$ cat config.mk
export PLATFORM = sky130hd
export DESIGN_NAME = monitor_response_packet_decoder
export DESIGN_NICKNAME = d
export VERILOG_FILES = /design/src/sv/mrpd_pkg.sv /design/src/sv/mrpd_decode.sv /design/src/sv/mrpd_outq.sv /design/src/sv/monitor_response_packet_decoder.sv
export SDC_FILE = /design/constraint.sdc
export NUM_CORES = 1
export LEC_CHECK = 0
export BUFFER_PORTS_ARGS = -buffer_cell sky130_fd_sc_hd__buf_2
export CORE_MARGIN = 4
export CORE_UTILIZATION = 58
export DETAILED_ROUTE_END_ITERATION = 7
export PLACE_DENSITY = 0.71
export SYNTH_ARGS = -nofsm -noshare
export SYNTH_HDL_FRONTEND = slang
export SYNTH_SLANG_ARGS = --single-unit
export TNS_END_PERCENT = 30
$ cat constraint.sdc
create_clock -name clk -period 12.6 [get_ports clk]
set_clock_uncertainty 0.2 [all_clocks]
set_input_delay 1.89 -clock clk [delete_from_list [all_inputs] [get_ports clk]]
set_output_delay 1.89 -clock clk [all_outputs]
set_load 0.05 [all_outputs]
$ cat src/sv/mrpd_pkg.sv
// Package for the monitor response packet decoder.
// Holds result record type, code constants and the saturating count helper.
// No dependencies.
package mrpd_pkg;

  // Default for the decoded packet length limit
  localparam int PACKET_BYTES_DEF = 256;

  // Packet geometry
  localparam logic [15:0] POS_ADDRESS   = 16'd0;
  localparam logic [15:0] POS_STATUS    = 16'd4;
  localparam logic [15:0] POS_COUNT     = 16'd5;
  localparam logic [15:0] POS_SIZE_LO   = 16'd6;
  localparam logic [15:0] POS_SIZE_HI   = 16'd7;
  localparam logic [15:0] POS_MODE      = 16'd10;
  localparam logic [15:0] POS_FACTOR    = 16'd11;
  localparam logic [15:0] POS_SATURATED = 16'hFFFF;
  localparam logic [15:0] IDLE_SIZE     = 16'd4;
  localparam logic [3:0]  SCAN_OVERHEAD = 4'd13;
  localparam logic [3:0]  MEAN_OVERHEAD = 4'd14;
  localparam logic [7:0]  MASK_BYTES    = 8'd8;
  localparam logic [16:0] SECOND_BASE   = 17'd6;

  // Result kinds
  localparam logic [1:0] KIND_MASK    = 2'd0;
  localparam logic [1:0] KIND_SAMPLE  = 2'd1;
  localparam logic [1:0] KIND_ARG     = 2'd2;
  localparam logic [1:0] KIND_SUMMARY = 2'd3;

  // Status codes
  localparam logic [2:0] ST_TIMEOUT   = 3'd1;
  localparam logic [2:0] ST_UNKNOWN   = 3'd3;
  localparam logic [2:0] ST_TOO_LARGE = 3'd4;
  localparam logic [2:0] ST_TRUNCATED = 3'd5;
  localparam logic [2:0] ST_OTHER     = 3'd6;

  // Raw status byte values
  localparam logic [7:0] RAW_UNKNOWN   = 8'd4;
  localparam logic [7:0] RAW_TOO_LARGE = 8'd8;
  localparam logic [7:0] RAW_TRUNCATED = 8'd16;

  // Modes
  localparam logic [1:0] MODE_IDLE   = 2'd0;
  localparam logic [1:0] MODE_SCAN   = 2'd1;
  localparam logic [1:0] MODE_MEAN   = 2'd2;
  localparam logic [1:0] MODE_LIMITS = 2'd3;

  // First packet layout
  localparam logic [1:0] LAY_NONE   = 2'd0;
  localparam logic [1:0] LAY_MASK11 = 2'd1;
  localparam logic [1:0] LAY_MASK12 = 2'd2;

  // Second packet offsets
  localparam logic [15:0] OFF_SIZE_LO = 16'd0;
  localparam logic [15:0] OFF_SIZE_HI = 16'd1;
  localparam logic [15:0] OFF_TYPE    = 16'd2;
  localparam logic [15:0] OFF_SUBTYPE = 16'd3;
  localparam logic [15:0] OFF_ARG0    = 16'd4;

  // Second packet types
  localparam logic [7:0] TYPE_CTRL    = 8'd1;
  localparam logic [7:0] TYPE_QUERY   = 8'd2;
  localparam logic [7:0] TYPE_RESET   = 8'd3;
  localparam logic [7:0] TYPE_RELOAD  = 8'd5;
  localparam logic [7:0] TYPE_ECHO    = 8'd6;
  localparam logic [7:0] TYPE_BOX     = 8'd7;

  // Command numbers
  localparam logic [4:0] CMD_NULL       = 5'd1;
  localparam logic [4:0] CMD_CTRL0_BASE = 5'd2;
  localparam logic [4:0] CMD_CTRL_BASE  = 5'd4;
  localparam logic [4:0] CMD_QUERY_S0   = 5'd9;
  localparam logic [4:0] CMD_QUERY_S1   = 5'd10;
  localparam logic [4:0] CMD_QUERY_S2   = 5'd11;
  localparam logic [4:0] CMD_QUERY_S5   = 5'd12;
  localparam logic [4:0] CMD_QUERY_S3   = 5'd13;
  localparam logic [4:0] CMD_QUERY_S4   = 5'd14;
  localparam logic [4:0] CMD_RELOAD     = 5'd15;
  localparam logic [4:0] CMD_RESET      = 5'd16;
  localparam logic [4:0] CMD_ECHO       = 5'd17;
  localparam logic [4:0] CMD_BOX_MON    = 5'd18;
  localparam logic [4:0] CMD_BOX_LIST   = 5'd19;

  // One result record
  typedef struct packed {
    logic [1:0] item_kind;
    logic [7:0] item_index;
    logic [7:0] item_value;
    logic [7:0] unit_address;
    logic [2:0] status_code;
    logic [1:0] mode;
    logic [7:0] average_factor;
    logic [4:0] command_number;
    logic [7:0] box_number;
    logic [7:0] version_code;
    logic [7:0] channel_count;
    logic       last_result;
  } res_t;

  // Results produced by one byte
  typedef struct packed {
    logic item_vld;
    logic sum_vld;
  } push_t;

  // x - k clamped to 0..255
  function automatic logic [7:0] sat_sub(input logic [15:0] x, input logic [3:0] k);
    logic [15:0] d;
    d = x - {12'd0, k};
    if (x <= {12'd0, k}) return 8'd0;
    else if (d > 16'd255) return 8'hFF;
    else return d[7:0];
  endfunction

endpackage

$ cat src/sv/mrpd_decode.sv
// Byte decoder: packet position tracking, field capture and result records.
// Depends on mrpd_pkg.
module mrpd_decode #(
  parameter int PACKET_BYTES = mrpd_pkg::PACKET_BYTES_DEF
) (
  input  logic             clk,
  input  logic             rst_n,
  input  logic             step,
  input  logic [7:0]       data_byte,
  input  logic             last_byte,
  output mrpd_pkg::push_t  push,
  output mrpd_pkg::res_t   item_rec,
  output mrpd_pkg::res_t   sum_rec
);

  localparam logic [16:0] LIMIT = 17'(PACKET_BYTES);

  logic [15:0] pos_r, pos_nxt;
  logic [15:0] fsz_r, fsz_nxt;
  logic [15:0] ssz_r, ssz_nxt;
  logic [7:0]  type_r, type_nxt;
  logic [7:0]  sub_r, sub_nxt;
  logic        single_r, single_nxt;
  logic [1:0]  lay_r, lay_nxt;
  logic [1:0]  mode_r, mode_nxt;
  logic [4:0]  cmd_r, cmd_nxt;
  logic [7:0]  factor_r, factor_nxt;
  logic [7:0]  version_r, version_nxt;
  logic [7:0]  box_r, box_nxt;
  logic [7:0]  count_r, count_nxt;
  logic [7:0]  addr_r, addr_nxt;
  logic [2:0]  status_r, status_nxt;

  logic        decode_en;
  logic [16:0] start;
  logic [15:0] off;
  logic [15:0] a_start;
  logic [15:0] a_end;
  logic [7:0]  base;
  logic        hit;
  logic [1:0]  kind;
  logic [7:0]  idx;

  // Field capture and run detection for the current byte
  always_comb begin
    pos_nxt     = pos_r;
    fsz_nxt     = fsz_r;
    ssz_nxt     = ssz_r;
    type_nxt    = type_r;
    sub_nxt     = sub_r;
    single_nxt  = single_r;
    lay_nxt     = lay_r;
    mode_nxt    = mode_r;
    cmd_nxt     = cmd_r;
    factor_nxt  = factor_r;
    version_nxt = version_r;
    box_nxt     = box_r;
    count_nxt   = count_r;
    addr_nxt    = addr_r;
    status_nxt  = status_r;
    hit         = 1'b0;
    kind        = mrpd_pkg::KIND_MASK;
    idx         = 8'd0;
    a_start     = mrpd_pkg::OFF_ARG0;
    a_end       = mrpd_pkg::OFF_ARG0;
    base        = (lay_r == mrpd_pkg::LAY_MASK12) ? 8'd12 : 8'd11;

    decode_en = ({1'b0, pos_r} < LIMIT) && (pos_r != mrpd_pkg::POS_SATURATED);
    start     = mrpd_pkg::SECOND_BASE + {1'b0, fsz_r};
    off       = pos_r - start[15:0];

    if (decode_en) begin
      if (pos_r == mrpd_pkg::POS_ADDRESS) begin
        addr_nxt = data_byte;
      end else if (pos_r == mrpd_pkg::POS_STATUS) begin
        if (data_byte <= 8'd2) status_nxt = data_byte[2:0];
        else if (data_byte == mrpd_pkg::RAW_UNKNOWN) status_nxt = mrpd_pkg::ST_UNKNOWN;
        else if (data_byte == mrpd_pkg::RAW_TOO_LARGE) status_nxt = mrpd_pkg::ST_TOO_LARGE;
        else if (data_byte == mrpd_pkg::RAW_TRUNCATED) status_nxt = mrpd_pkg::ST_TRUNCATED;
        else status_nxt = mrpd_pkg::ST_OTHER;
      end else if (pos_r == mrpd_pkg::POS_COUNT) begin
        single_nxt = (data_byte == 8'd1);
        if (data_byte == 8'd1) cmd_nxt = mrpd_pkg::CMD_NULL;
      end else if (pos_r == mrpd_pkg::POS_SIZE_LO) begin
        fsz_nxt = {8'd0, data_byte};
      end else if (pos_r == mrpd_pkg::POS_SIZE_HI) begin
        fsz_nxt = {data_byte, fsz_r[7:0]};
        if (fsz_nxt == mrpd_pkg::IDLE_SIZE) mode_nxt = mrpd_pkg::MODE_IDLE;
        // second packet starting on the size bytes themselves
        if (!single_r && fsz_nxt == 16'd0) ssz_nxt = fsz_nxt;
        else if (!single_r && fsz_nxt == 16'd1) ssz_nxt = {8'd0, data_byte};
      end else if (!single_r && {1'b0, pos_r} >= start) begin
        // second packet
        if (off == mrpd_pkg::OFF_SIZE_LO) begin
          ssz_nxt = {ssz_r[15:8], data_byte};
        end else if (off == mrpd_pkg::OFF_SIZE_HI) begin
          ssz_nxt = {data_byte, ssz_r[7:0]};
        end else if (off == mrpd_pkg::OFF_TYPE) begin
          type_nxt = data_byte;
          if (data_byte == mrpd_pkg::TYPE_RESET) cmd_nxt = mrpd_pkg::CMD_RESET;
          else if (data_byte == mrpd_pkg::TYPE_RELOAD) cmd_nxt = mrpd_pkg::CMD_RELOAD;
          else if (data_byte == mrpd_pkg::TYPE_ECHO) cmd_nxt = mrpd_pkg::CMD_ECHO;
        end else if (off == mrpd_pkg::OFF_SUBTYPE) begin
          sub_nxt = data_byte;
          if (type_r == mrpd_pkg::TYPE_CTRL) begin
            if (data_byte >= 8'd1 && data_byte <= 8'd4)
              cmd_nxt = mrpd_pkg::CMD_CTRL_BASE + data_byte[4:0];
          end else if (type_r == mrpd_pkg::TYPE_QUERY) begin
            case (data_byte)
              8'd0:    cmd_nxt = mrpd_pkg::CMD_QUERY_S0;
              8'd1:    cmd_nxt = mrpd_pkg::CMD_QUERY_S1;
              8'd2:    cmd_nxt = mrpd_pkg::CMD_QUERY_S2;
              8'd3:    cmd_nxt = mrpd_pkg::CMD_QUERY_S3;
              8'd4:    cmd_nxt = mrpd_pkg::CMD_QUERY_S4;
              8'd5:    cmd_nxt = mrpd_pkg::CMD_QUERY_S5;
              default: cmd_nxt = cmd_r;
            endcase
          end else if (type_r == mrpd_pkg::TYPE_BOX) begin
            if (data_byte != 8'd0) begin
              cmd_nxt   = mrpd_pkg::CMD_BOX_LIST;
              count_nxt = mrpd_pkg::sat_sub(ssz_r, 4'd4);
            end else begin
              cmd_nxt   = mrpd_pkg::CMD_BOX_MON;
              count_nxt = mrpd_pkg::sat_sub(ssz_r, 4'd5);
            end
          end
        end else if (off == mrpd_pkg::OFF_ARG0) begin
          if (type_r == mrpd_pkg::TYPE_CTRL && sub_r == 8'd0) begin
            if (data_byte <= 8'd2) cmd_nxt = mrpd_pkg::CMD_CTRL0_BASE + data_byte[4:0];
          end else if (type_r == mrpd_pkg::TYPE_QUERY && sub_r == 8'd3) begin
            version_nxt = data_byte;
          end else if (type_r == mrpd_pkg::TYPE_QUERY && sub_r == 8'd4) begin
            mode_nxt = (data_byte <= 8'd2) ? data_byte[1:0] : mrpd_pkg::MODE_LIMITS;
          end else if (type_r == mrpd_pkg::TYPE_BOX && sub_r == 8'd0) begin
            box_nxt = data_byte;
          end
        end

        // argument run: start offset and exclusive end
        if (type_nxt == mrpd_pkg::TYPE_CTRL) begin
          if (sub_nxt == 8'd1 || sub_nxt == 8'd4) a_end = 16'd12;
          else if (sub_nxt == 8'd2) a_end = 16'd6;
          else if (sub_nxt == 8'd3) a_end = 16'd8;
        end else if (type_nxt == mrpd_pkg::TYPE_QUERY) begin
          if (sub_nxt == 8'd0 || sub_nxt == 8'd5) a_end = 16'd12;
          else if (sub_nxt == 8'd1) a_end = 16'd6;
          else if (sub_nxt == 8'd2) a_end = 16'd8;
        end else if (type_nxt == mrpd_pkg::TYPE_RESET || type_nxt == mrpd_pkg::TYPE_ECHO) begin
          a_start = mrpd_pkg::OFF_SUBTYPE;
          a_end   = 16'd5;
        end else if (type_nxt == mrpd_pkg::TYPE_BOX) begin
          a_start = (sub_nxt != 8'd0) ? 16'd4 : 16'd5;
          a_end   = ssz_nxt;
        end
        if (off >= mrpd_pkg::OFF_SUBTYPE && off >= a_start && off < a_end) begin
          hit  = 1'b1;
          kind = mrpd_pkg::KIND_ARG;
          idx  = off[7:0] - a_start[7:0];
        end
      end else if (pos_r == mrpd_pkg::POS_MODE && fsz_r != mrpd_pkg::IDLE_SIZE) begin
        // mode byte of the first packet
        if (data_byte == 8'd1 || data_byte == 8'd3) begin
          mode_nxt  = data_byte[1:0];
          lay_nxt   = mrpd_pkg::LAY_MASK11;
          count_nxt = mrpd_pkg::sat_sub(fsz_r, mrpd_pkg::SCAN_OVERHEAD);
        end else if (data_byte == 8'd2) begin
          mode_nxt  = mrpd_pkg::MODE_MEAN;
          lay_nxt   = mrpd_pkg::LAY_MASK12;
          count_nxt = mrpd_pkg::sat_sub(fsz_r, mrpd_pkg::MEAN_OVERHEAD);
        end
      end else begin
        // mask and samples of the first packet
        if (pos_r == mrpd_pkg::POS_FACTOR && lay_r == mrpd_pkg::LAY_MASK12)
          factor_nxt = data_byte;
        if (lay_r != mrpd_pkg::LAY_NONE && pos_r >= {8'd0, base}) begin
          if (pos_r < {8'd0, base} + {8'd0, mrpd_pkg::MASK_BYTES}) begin
            hit  = 1'b1;
            kind = mrpd_pkg::KIND_MASK;
            idx  = pos_r[7:0] - base;
          end else if ({1'b0, pos_r} < start) begin
            hit  = 1'b1;
            kind = mrpd_pkg::KIND_SAMPLE;
            idx  = pos_r[7:0] - base - mrpd_pkg::MASK_BYTES;
          end
        end
      end
    end

    // position advance, end of packet clears the framing state
    if (pos_r != mrpd_pkg::POS_SATURATED) pos_nxt = pos_r + 16'd1;
    if (last_byte) begin
      pos_nxt    = 16'd0;
      fsz_nxt    = 16'd0;
      ssz_nxt    = 16'd0;
      type_nxt   = 8'd0;
      sub_nxt    = 8'd0;
      single_nxt = 1'b0;
      lay_nxt    = mrpd_pkg::LAY_NONE;
    end
  end

  // Result records carry the registers after this byte
  always_comb begin
    item_rec.item_kind      = kind;
    item_rec.item_index     = idx;
    item_rec.item_value     = data_byte;
    item_rec.unit_address   = addr_nxt;
    item_rec.status_code    = status_nxt;
    item_rec.mode           = mode_nxt;
    item_rec.average_factor = factor_nxt;
    item_rec.command_number = cmd_nxt;
    item_rec.box_number     = box_nxt;
    item_rec.version_code   = version_nxt;
    item_rec.channel_count  = count_nxt;
    item_rec.last_result    = 1'b0;
    sum_rec                 = item_rec;
    sum_rec.item_kind       = mrpd_pkg::KIND_SUMMARY;
    sum_rec.item_index      = 8'd0;
    sum_rec.item_value      = 8'd0;
    sum_rec.last_result     = 1'b1;
    push.item_vld           = step && hit;
    push.sum_vld            = step && last_byte;
  end

  // Decoder state
  always_ff @(posedge clk) begin
    if (!rst_n) begin
      pos_r     <= 16'd0;
      fsz_r     <= 16'd0;
      ssz_r     <= 16'd0;
      type_r    <= 8'd0;
      sub_r     <= 8'd0;
      single_r  <= 1'b0;
      lay_r     <= mrpd_pkg::LAY_NONE;
      mode_r    <= mrpd_pkg::MODE_IDLE;
      cmd_r     <= mrpd_pkg::CMD_NULL;
      factor_r  <= 8'd0;
      version_r <= 8'd0;
      box_r     <= 8'd0;
      count_r   <= 8'd0;
      addr_r    <= 8'd0;
      status_r  <= mrpd_pkg::ST_OTHER;
    end else if (step) begin
      pos_r     <= pos_nxt;
      fsz_r     <= fsz_nxt;
      ssz_r     <= ssz_nxt;
      type_r    <= type_nxt;
      sub_r     <= sub_nxt;
      single_r  <= single_nxt;
      lay_r     <= lay_nxt;
      mode_r    <= mode_nxt;
      cmd_r     <= cmd_nxt;
      factor_r  <= factor_nxt;
      version_r <= version_nxt;
      box_r     <= box_nxt;
      count_r   <= count_nxt;
      addr_r    <= addr_nxt;
      status_r  <= status_nxt;
    end
  end

endmodule

$ cat src/sv/mrpd_outq.sv
// Result queue: four records, up to two written and one read per cycle.
// Depends on mrpd_pkg.
module mrpd_outq (
  input  logic             clk,
  input  logic             rst_n,
  input  mrpd_pkg::push_t  push,
  input  mrpd_pkg::res_t   item_rec,
  input  mrpd_pkg::res_t   sum_rec,
  input  logic             pop,
  output logic             rd_vld,
  output mrpd_pkg::res_t   rd_rec,
  output logic [2:0]       fill
);

  mrpd_pkg::res_t mem_r [4];
  logic [1:0] wr_r, wr_nxt;
  logic [1:0] rd_r, rd_nxt;
  logic [2:0] cnt_r, cnt_nxt;
  logic [1:0] n_push;
  logic       do_pop;

  // Pointer and fill bookkeeping
  always_comb begin
    n_push  = {1'b0, push.item_vld} + {1'b0, push.sum_vld};
    do_pop  = pop && (cnt_r != 3'd0);
    wr_nxt  = wr_r + n_push;
    rd_nxt  = rd_r + {1'b0, do_pop};
    cnt_nxt = cnt_r + {1'b0, n_push} - {2'b0, do_pop};
  end

  always_ff @(posedge clk) begin
    if (!rst_n) begin
      wr_r  <= 2'd0;
      rd_r  <= 2'd0;
      cnt_r <= 3'd0;
    end else begin
      wr_r  <= wr_nxt;
      rd_r  <= rd_nxt;
      cnt_r <= cnt_nxt;
    end
  end

  // Storage: item record first, summary after it
  always_ff @(posedge clk) begin
    if (push.item_vld) mem_r[wr_r] <= item_rec;
    else if (push.sum_vld) mem_r[wr_r] <= sum_rec;
    if (push.item_vld && push.sum_vld) mem_r[wr_r + 2'd1] <= sum_rec;
  end

  assign rd_vld = (cnt_r != 3'd0);
  assign rd_rec = mem_r[rd_r];
  assign fill   = cnt_r;

endmodule

$ cat src/sv/monitor_response_packet_decoder.sv
// Monitor response packet decoder, top level.
// Input register, byte decoder and result queue; depends on mrpd_pkg.
//
// Usage:
//   Input channel (in_valid/in_ready) carries one packet byte per
//   transaction, in_last_byte marking the final byte of a packet.
//   Result channel (out_valid/out_ready) carries tagged mask, sample and
//   argument bytes, and one summary record after the last byte.
//   Throughput: one byte per cycle while the result queue has room for
//   two records. A byte yields zero, one or two results. A result passes
//   through the input register and then the result queue before it is
//   offered on the output.
//   The four-entry result queue lets input continue while the receiver
//   stalls; in_ready drops once the input register is full and the queue holds more than two records.
//   Reset (rst_n low, synchronous) clears the packet position, empties
//   the queue and returns the decoded registers to idle mode, the null
//   command and status "other".
module monitor_response_packet_decoder #(
  parameter int PACKET_BYTES = mrpd_pkg::PACKET_BYTES_DEF
) (
  input  logic       clk,
  input  logic       rst_n,
  input  logic       in_valid,
  output logic       in_ready,
  input  logic [7:0] in_data_byte,
  input  logic       in_last_byte,
  output logic       out_valid,
  input  logic       out_ready,
  output logic [1:0] out_item_kind,
  output logic [7:0] out_item_index,
  output logic [7:0] out_item_value,
  output logic [7:0] out_unit_address,
  output logic [2:0] out_status_code,
  output logic [1:0] out_mode,
  output logic [7:0] out_average_factor,
  output logic [4:0] out_command_number,
  output logic [7:0] out_box_number,
  output logic [7:0] out_version_code,
  output logic [7:0] out_channel_count,
  output logic       out_last_result
);

  logic       vld_r;
  logic [7:0] data_r;
  logic       last_r;
  logic       step;
  logic [2:0] fill;

  mrpd_pkg::push_t push;
  mrpd_pkg::res_t  item_rec;
  mrpd_pkg::res_t  sum_rec;
  mrpd_pkg::res_t  rd_rec;

  // Input register advances when the queue has room for two records
  assign step     = vld_r && (fill <= 3'd2);
  assign in_ready = !vld_r || step;

  always_ff @(posedge clk) begin
    if (!rst_n) begin
      vld_r <= 1'b0;
    end else if (in_ready) begin
      vld_r <= in_valid;
    end
  end

  always_ff @(posedge clk) begin
    if (in_valid && in_ready) begin
      data_r <= in_data_byte;
      last_r <= in_last_byte;
    end
  end

  mrpd_decode #(
    .PACKET_BYTES(PACKET_BYTES)
  ) u_decode (
    .clk       (clk),
    .rst_n     (rst_n),
    .step      (step),
    .data_byte (data_r),
    .last_byte (last_r),
    .push      (push),
    .item_rec  (item_rec),
    .sum_rec   (sum_rec)
  );

  mrpd_outq u_outq (
    .clk      (clk),
    .rst_n    (rst_n),
    .push     (push),
    .item_rec (item_rec),
    .sum_rec  (sum_rec),
    .pop      (out_ready),
    .rd_vld   (out_valid),
    .rd_rec   (rd_rec),
    .fill     (fill)
  );

  // Result fields
  assign out_item_kind      = rd_rec.item_kind;
  assign out_item_index     = rd_rec.item_index;
  assign out_item_value     = rd_rec.item_value;
  assign out_unit_address   = rd_rec.unit_address;
  assign out_status_code    = rd_rec.status_code;
  assign out_mode           = rd_rec.mode;
  assign out_average_factor = rd_rec.average_factor;
  assign out_command_number = rd_rec.command_number;
  assign out_box_number     = rd_rec.box_number;
  assign out_version_code   = rd_rec.version_code;
  assign out_channel_count  = rd_rec.channel_count;
  assign out_last_result    = rd_rec.last_result;

`ifndef SYNTHESIS
  // queue never overflows
  a_fill_bound: assert property (@(posedge clk) disable iff (!rst_n)
    fill <= 3'd4)
    else $error("result queue overflow");

  // a byte only enters when the previous one moves on
  a_no_overwrite: assert property (@(posedge clk) disable iff (!rst_n)
    (in_valid && in_ready) |-> (!vld_r || step))
    else $error("input register overwritten");

  // summary records are tagged and carry no byte
  a_summary_form: assert property (@(posedge clk) disable iff (!rst_n)
    (out_valid && out_last_result) |->
      (out_item_kind == mrpd_pkg::KIND_SUMMARY && out_item_index == 8'd0 &&
       out_item_value == 8'd0))
    else $error("malformed summary record");

  // a processed last byte always queues a summary
  a_last_summary: assert property (@(posedge clk) disable iff (!rst_n)
    (step && last_r) |=> out_valid)
    else $error("summary missing after last byte");
`endif

endmodule
Word level (Yosys, flattened, before mapping)

Memories as Yosys holds them, arrays and structs flattened. A register that Yosys moved wholly into a read port is not among the register bits.
Index checks and enable logic that the tools add are counted.

Output and inout port bits: 71
Memories: 1
Register bits: 134
Word-level logic and storage cells: 428
Memory bits (writable): 276

Reduce and logical (&&, ||, !) cells: 53
Order comparisons: 20
Mux-type cells: 267
Bitwise gates (word level): 1
Add/subtract/negate cells: 19
Equality and inequality tests: 45

Memories:

| memory       | depth | bits a word | rd ports | clocked after Yosys merged registers in | wr ports | line            | RTL |
|---|---|---|---|---|---|---|---|
| u_outq.mem_r | 4     | 69          | 1        | 1                                       | 2        | mrpd_outq.sv:15 | `mrpd_pkg::res_t mem_r [4];` |

Operators with widths:

| cell                    | number |
|---|---|
| $mux W8                 | 116 |
| $mux W16                | 47 |
| $mux W5                 | 22 |
| $eq A16 B3 Y1 const B   | 6 |
| $mux W2                 | 44 |
| $eq A8 B3 Y1 const B    | 9 |
| $mux W69                | 1 |
| $eq A8 B2 Y1 const B    | 8 |
| $gt A16 B8 Y1 const B   | 4 |
| $logic_not A16 Y1       | 3 |
| $eq A16 B1 Y1 const B   | 2 |
| $eq A16 B2 Y1 const B   | 2 |
| $eq A16 B4 Y1 const B   | 2 |
| $eq A8 B1 Y1 const B    | 4 |
| $le A16 B3 Y1 const B   | 2 |
| $le A16 B4 Y1 const B   | 2 |
| $lt A16 B16 Y1          | 2 |
| $sub A16 B3 Y16 const B | 2 |
| $sub A16 B4 Y16 const B | 2 |
| $pmux W5 S6             | 1 |
| $mux W1                 | 27 |
| $logic_not A8 Y1        | 3 |
| $mux W3                 | 7 |
| $logic_and A1 B1 Y1     | 20 |
| 43 further kinds        | 67 |

Logic depth before layout (Yosys ltp)

Depth after elaboration: 42
Mapped depth: 40

Modules after synthesis

Synthesis repeated with hierarchy kept, for this count alone.

Cell total of the unflattened synthesis: 2,291
Area, all modules: 25,638.3 sq um

By module, submodules not included:

| module                          | cells an instance | area an instance (sq um) | instances |
|---|---|---|---|
| mrpd_outq                       | 721               | 13,787.0                 | 1 |
| mrpd_decode                     | 1,551             | 11,499.8                 | 1 |
| monitor_response_packet_decoder | 19                | 351.6                    | 1 |

Least setup slack after synthesis

Ideal clock, no wire load.

Kind: register to register
Start point: register u_decode.fsz_r[3]
End point: memory u_outq.mem_r[0][10] in the netlist's numbering (enable)
Path slack: 3.290 ns
Arrival: 8.703 ns
Required time: 11.994 ns
Library setup time: 0.406 ns
Stages on the path, launching flop included: 35
Buffers on the path: 5
Path through: dfxtp_1 -> clkbuf_1 -> clkbuf_1 -> o21ai_0 -> xor2_1 -> ha_1 -> a21o_2 -> a31oi_1 -> a21oi_1 -> or4_1 -> a41o_2 -> or4_1 -> buf_2 -> or3_1 -> buf_2 -> mux2i_4 -> nor2_1 -> clkbuf_1 -> nand2_1 -> ha_1 -> a21o_1 -> a21oi_1 -> nor2b_1 -> o21ai_0 -> nand2b_1 -> a211oi_1 -> o21ai_0 -> a31o_2 -> nor2_1 -> nand2_1 -> a211o_1 -> ha_1 -> nor3_1 -> a31oi_1 -> inv_1

RTL lines:

| what                   | line               | RTL |
|---|---|---|
| start, declared        | mrpd_decode.sv:19  | `logic [15:0] fsz_r, fsz_nxt;` |
| start signal, assigned | mrpd_decode.sv:245 | `fsz_r <= fsz_nxt;` |
| end, declared          | mrpd_outq.sv:15    |  |

==> impl_metrics.toml <==
[status]
outcome = "finished clean"

[yosys]
synth_cells = 2277
synth_edf_count = 209
synth_compound_area_frac = 0.140
synth_mux_area_frac = 0.100
syn_nets = 2363
synthSimpleGateAreaFrac = 0.189
synthArstFlopShare = 0
synth.yosys.seq_area_share = 0.465
synthFlopType = "edfxtp_1"
synth_area_sq_um = 22100
synth_warnings = 0
synth_cell_type_count = 83
ys_seq_elements = 410
synth_top_family_by_area = "simple AND/OR/NAND/NOR gates"
syn_avg_cell_area_sq_um = 9.73
synthAdderAreaFrac = 0.0426
synth_xor_area_frac = 0.0305

[clocking]
cts_tree = "yes"
cts_setup_buffers = 0
cts_buffers = 43
cts_sinks = 410
htree_levels = 2
cts.clk_slew.worst_paths_ns = 0.06
clock_latency_ns = 0.58
cts_resized = 0
holdBufCountCts = 0
cts_root_buffer = "clkbuf_16"
clk_path_buf_depth = 3

[timing]
setup_tns_ns = 0
fmax_mhz = 88.6
timing.final.crit_share = 0.896
slew_violations = 0
setup_viol = 0
worstMarginPinSlew_ns = 1.19
slew_headroom = 0.206
fin_ws_ns = 1.32
hold_viol_final = 0
grt_setup_unrepaired = "false"
layout_min_cycle_time_ns = 11.28

[layout]
final_cell_mix = "394 x nor2_1, 217 x nand2_1, 209 x edfxtp_1"
synthToLayoutAreaGrowth_pct = 9.75
nets = 2381
fillers = 3067
finalNonFillerCells = 2842
multi_input_area_sq_um = 11200
seq_area_sq_um = 10300
final_common_cell = "nor2_1"
drive_gt1_frac = 0.127

[floorplan]
dieArea_sq_um = 41400
fp.dieH_microns = 203
coreArea_sq_um = 37700
fp.dieW_microns = 203
ios = 84
initial_core_util = 0.588
placementRows = 71

[global_routing]
antenna_found_initial = 1
grt_max_degree = 97
grt_use_total = 0.319
grt_pass1_vias = 17700
grt_pass1_wl_microns = 103000
grt_remaining_overflow = 0

[drt]
wl_microns = 66600
wl_per_cell_microns = 23.4
first_iter_violations = 1527
drtPass1Iterations = 5
vias = 18200
vias_per_cell = 6.40
drc = 0
drtAntennaViolNets = 0

[critical_path]
cp-start-kind = "register"
crit_type = "reg -> reg"
cp.required_ns = 12.64
cp.arrival_ns = 11.32
slowest_delay_ns = 0.82
cp_max_fo = 67
critical_path.slowest_cell = "dfxtp_1"
end_kind = "register"

[pwr]
ir_drop_uv = 104
swShare = 0.338
power_frac_seq = 0.415
power_frac_clock = 0.329
power_density_nw_per_um2 = 152
p_leak_nw = 8.51
p_int_mw = 2.45
comb_power_share = 0.256
switching_power_mw = 1.25

[place]
io_buffers = 83
place_ws_ns = 1.55
gp_congestion = 0.981
place_hpwl_microns = 45200
dp_cells = 2761

[hold_path]
hold_path_class = "reg -> reg"

[flow_run]
cap_violations = 0
[state kept, by name, summed over array words and instances (netlist names), 2 cells and up]
register	flops
u_outq.fill	3
u_outq.rd_r	2
u_outq.mem_r	276
u_decode.box_r	8
data_r	8
u_decode.cmd_r	5
u_decode.status_r	3
u_decode.ssz_r	16
u_decode.fsz_r	16
u_decode.factor_r	8
u_decode.lay_r	2
u_decode.count_r	8
u_decode.pos_r	16
u_decode.mode_r	2
u_decode.addr_r	8
u_decode.type_r	8
u_decode.sub_r	8
u_decode.version_r	8
u_outq.wr_r	2
[kinds of logic (layout without fill, tap and decap cells)]
| kind of cell | after synthesis | in the layout |
|---|---|---|
| mux | 133 | 133 |
| compound gates | 475 | 475 |
| flops | 410 | 410 |
| simple gates | 918 | 918 |
| xor+xnor | 77 | 77 |
| other cells | 0 | 1 |
| buf+inv | 191 | 244 |
| fa+ha+maj | 73 | 73 |
[layer usage]
| metal | part of all wire | global-route usage | routed length [microns] |
|---|---|---|---|
| met1 | 0.40 | 0.413 | 26600 |
| met2 | 0.48 | 0.540 | 32200 |
| met3 | 0.072 | 0.0429 | 4790 |
| met4 | 0.046 | 0.138 | 3080 |
| met5 | 0 | 0 | 0 |
[stage by stage]
stage               instance area (sq um)  power [mW]  utilization  hold slack [ns]
global placement                    23000        2.50        0.610            0.228
detailed placement                  23000        2.52        0.610            0.242
global route                        24300        3.83        0.645            0.273
CTS                                 24300        3.72        0.645            0.250
floorplan                           22100        2.26            -            0.220
finish                              24300        3.71        0.645            0.250
[worst max-delay path, delay by kind of cell (launching register included)]
| kind | cells | cell delay [ns] |
|---|---|---|
| xor+xnor | 1 | 0.17 |
| fa+ha+maj | 3 | 0.98 |
| flops | 1 | 0.82 |
| mux | 1 | 0.34 |
| buf+inv | 4 | 1.72 |
| simple gates | 13 | 4.08 |
| compound gates | 11 | 2.54 |
[power groups by stage]
stage	Sequential [mW]	Clock, mW	Combinational [mW]
floorplan	1.52	0	0.747
global placement	1.56	0	0.942
detailed placement	1.56	0	0.951
CTS	1.54	1.23	0.953
global route	1.55	1.29	0.992
finish	1.54	1.22	0.949
[cells in the mapped netlist (all sizes together) (6+ instances only)]
cell type	instances	share of area
nor2	395	0.067
nand2	218	0.037
edfxtp	209	0.28
dfxtp	201	0.18
a21oi	130	0.029
clkbuf	128	0.022
o21ai	113	0.026
ha	69	0.039
mux4	69	0.070
nand3	58	0.013
mux2i	53	0.025
nor3	45	0.010
inv	43	0.0073
a22oi	41	0.014
xnor2	40	0.016
xor2	37	0.015
nand4	31	0.0088
a22o	30	0.012
a21o	25	0.0085
and2	24	0.0068
nor4	24	0.0073
nand2b	22	0.0062
nor2b	22	0.0062
buf	19	0.0038
a31oi	18	0.0051
or3	18	0.0051
and3	17	0.0048
a211oi	13	0.0044
a32o	13	0.0059
mux2	11	0.0056
o21a	10	0.0034
or4	10	0.0034
a21boi	9	0.0031
o211ai	9	0.0037
and4	7	0.0028
nand3b	7	0.0024
o22ai	7	0.0020
nor3b	6	0.0020
o31ai	6	0.0020
[cell type report]
class                      count  share of cell area
multi-input combinational   1676               0.459
sequential                   410               0.424
clock buffer                  62              0.0493
timing repair buffer         120              0.0285
tap                          511              0.0263
inverter                      44             0.00680
clock inverter                18             0.00571
antenna                        1            0.000103
[final timing paths]
path / startpoint / end / slack [ns] / cells past startpoint
setup / recovery: u_decode.fsz_r[3] / u_outq.mem_r[1][20] / 1.32 / 33
hold / removal: u_decode.version_r[1] / u_decode.version_r[1] / 0.25 / 2
setup reg to reg: u_decode.fsz_r[3] / u_outq.mem_r[1][20] / 1.32 / 33
hold reg to reg: u_decode.version_r[1] / u_decode.version_r[1] / 0.25 / 2
No activity file was read; power rests on OpenSTA's default activity.
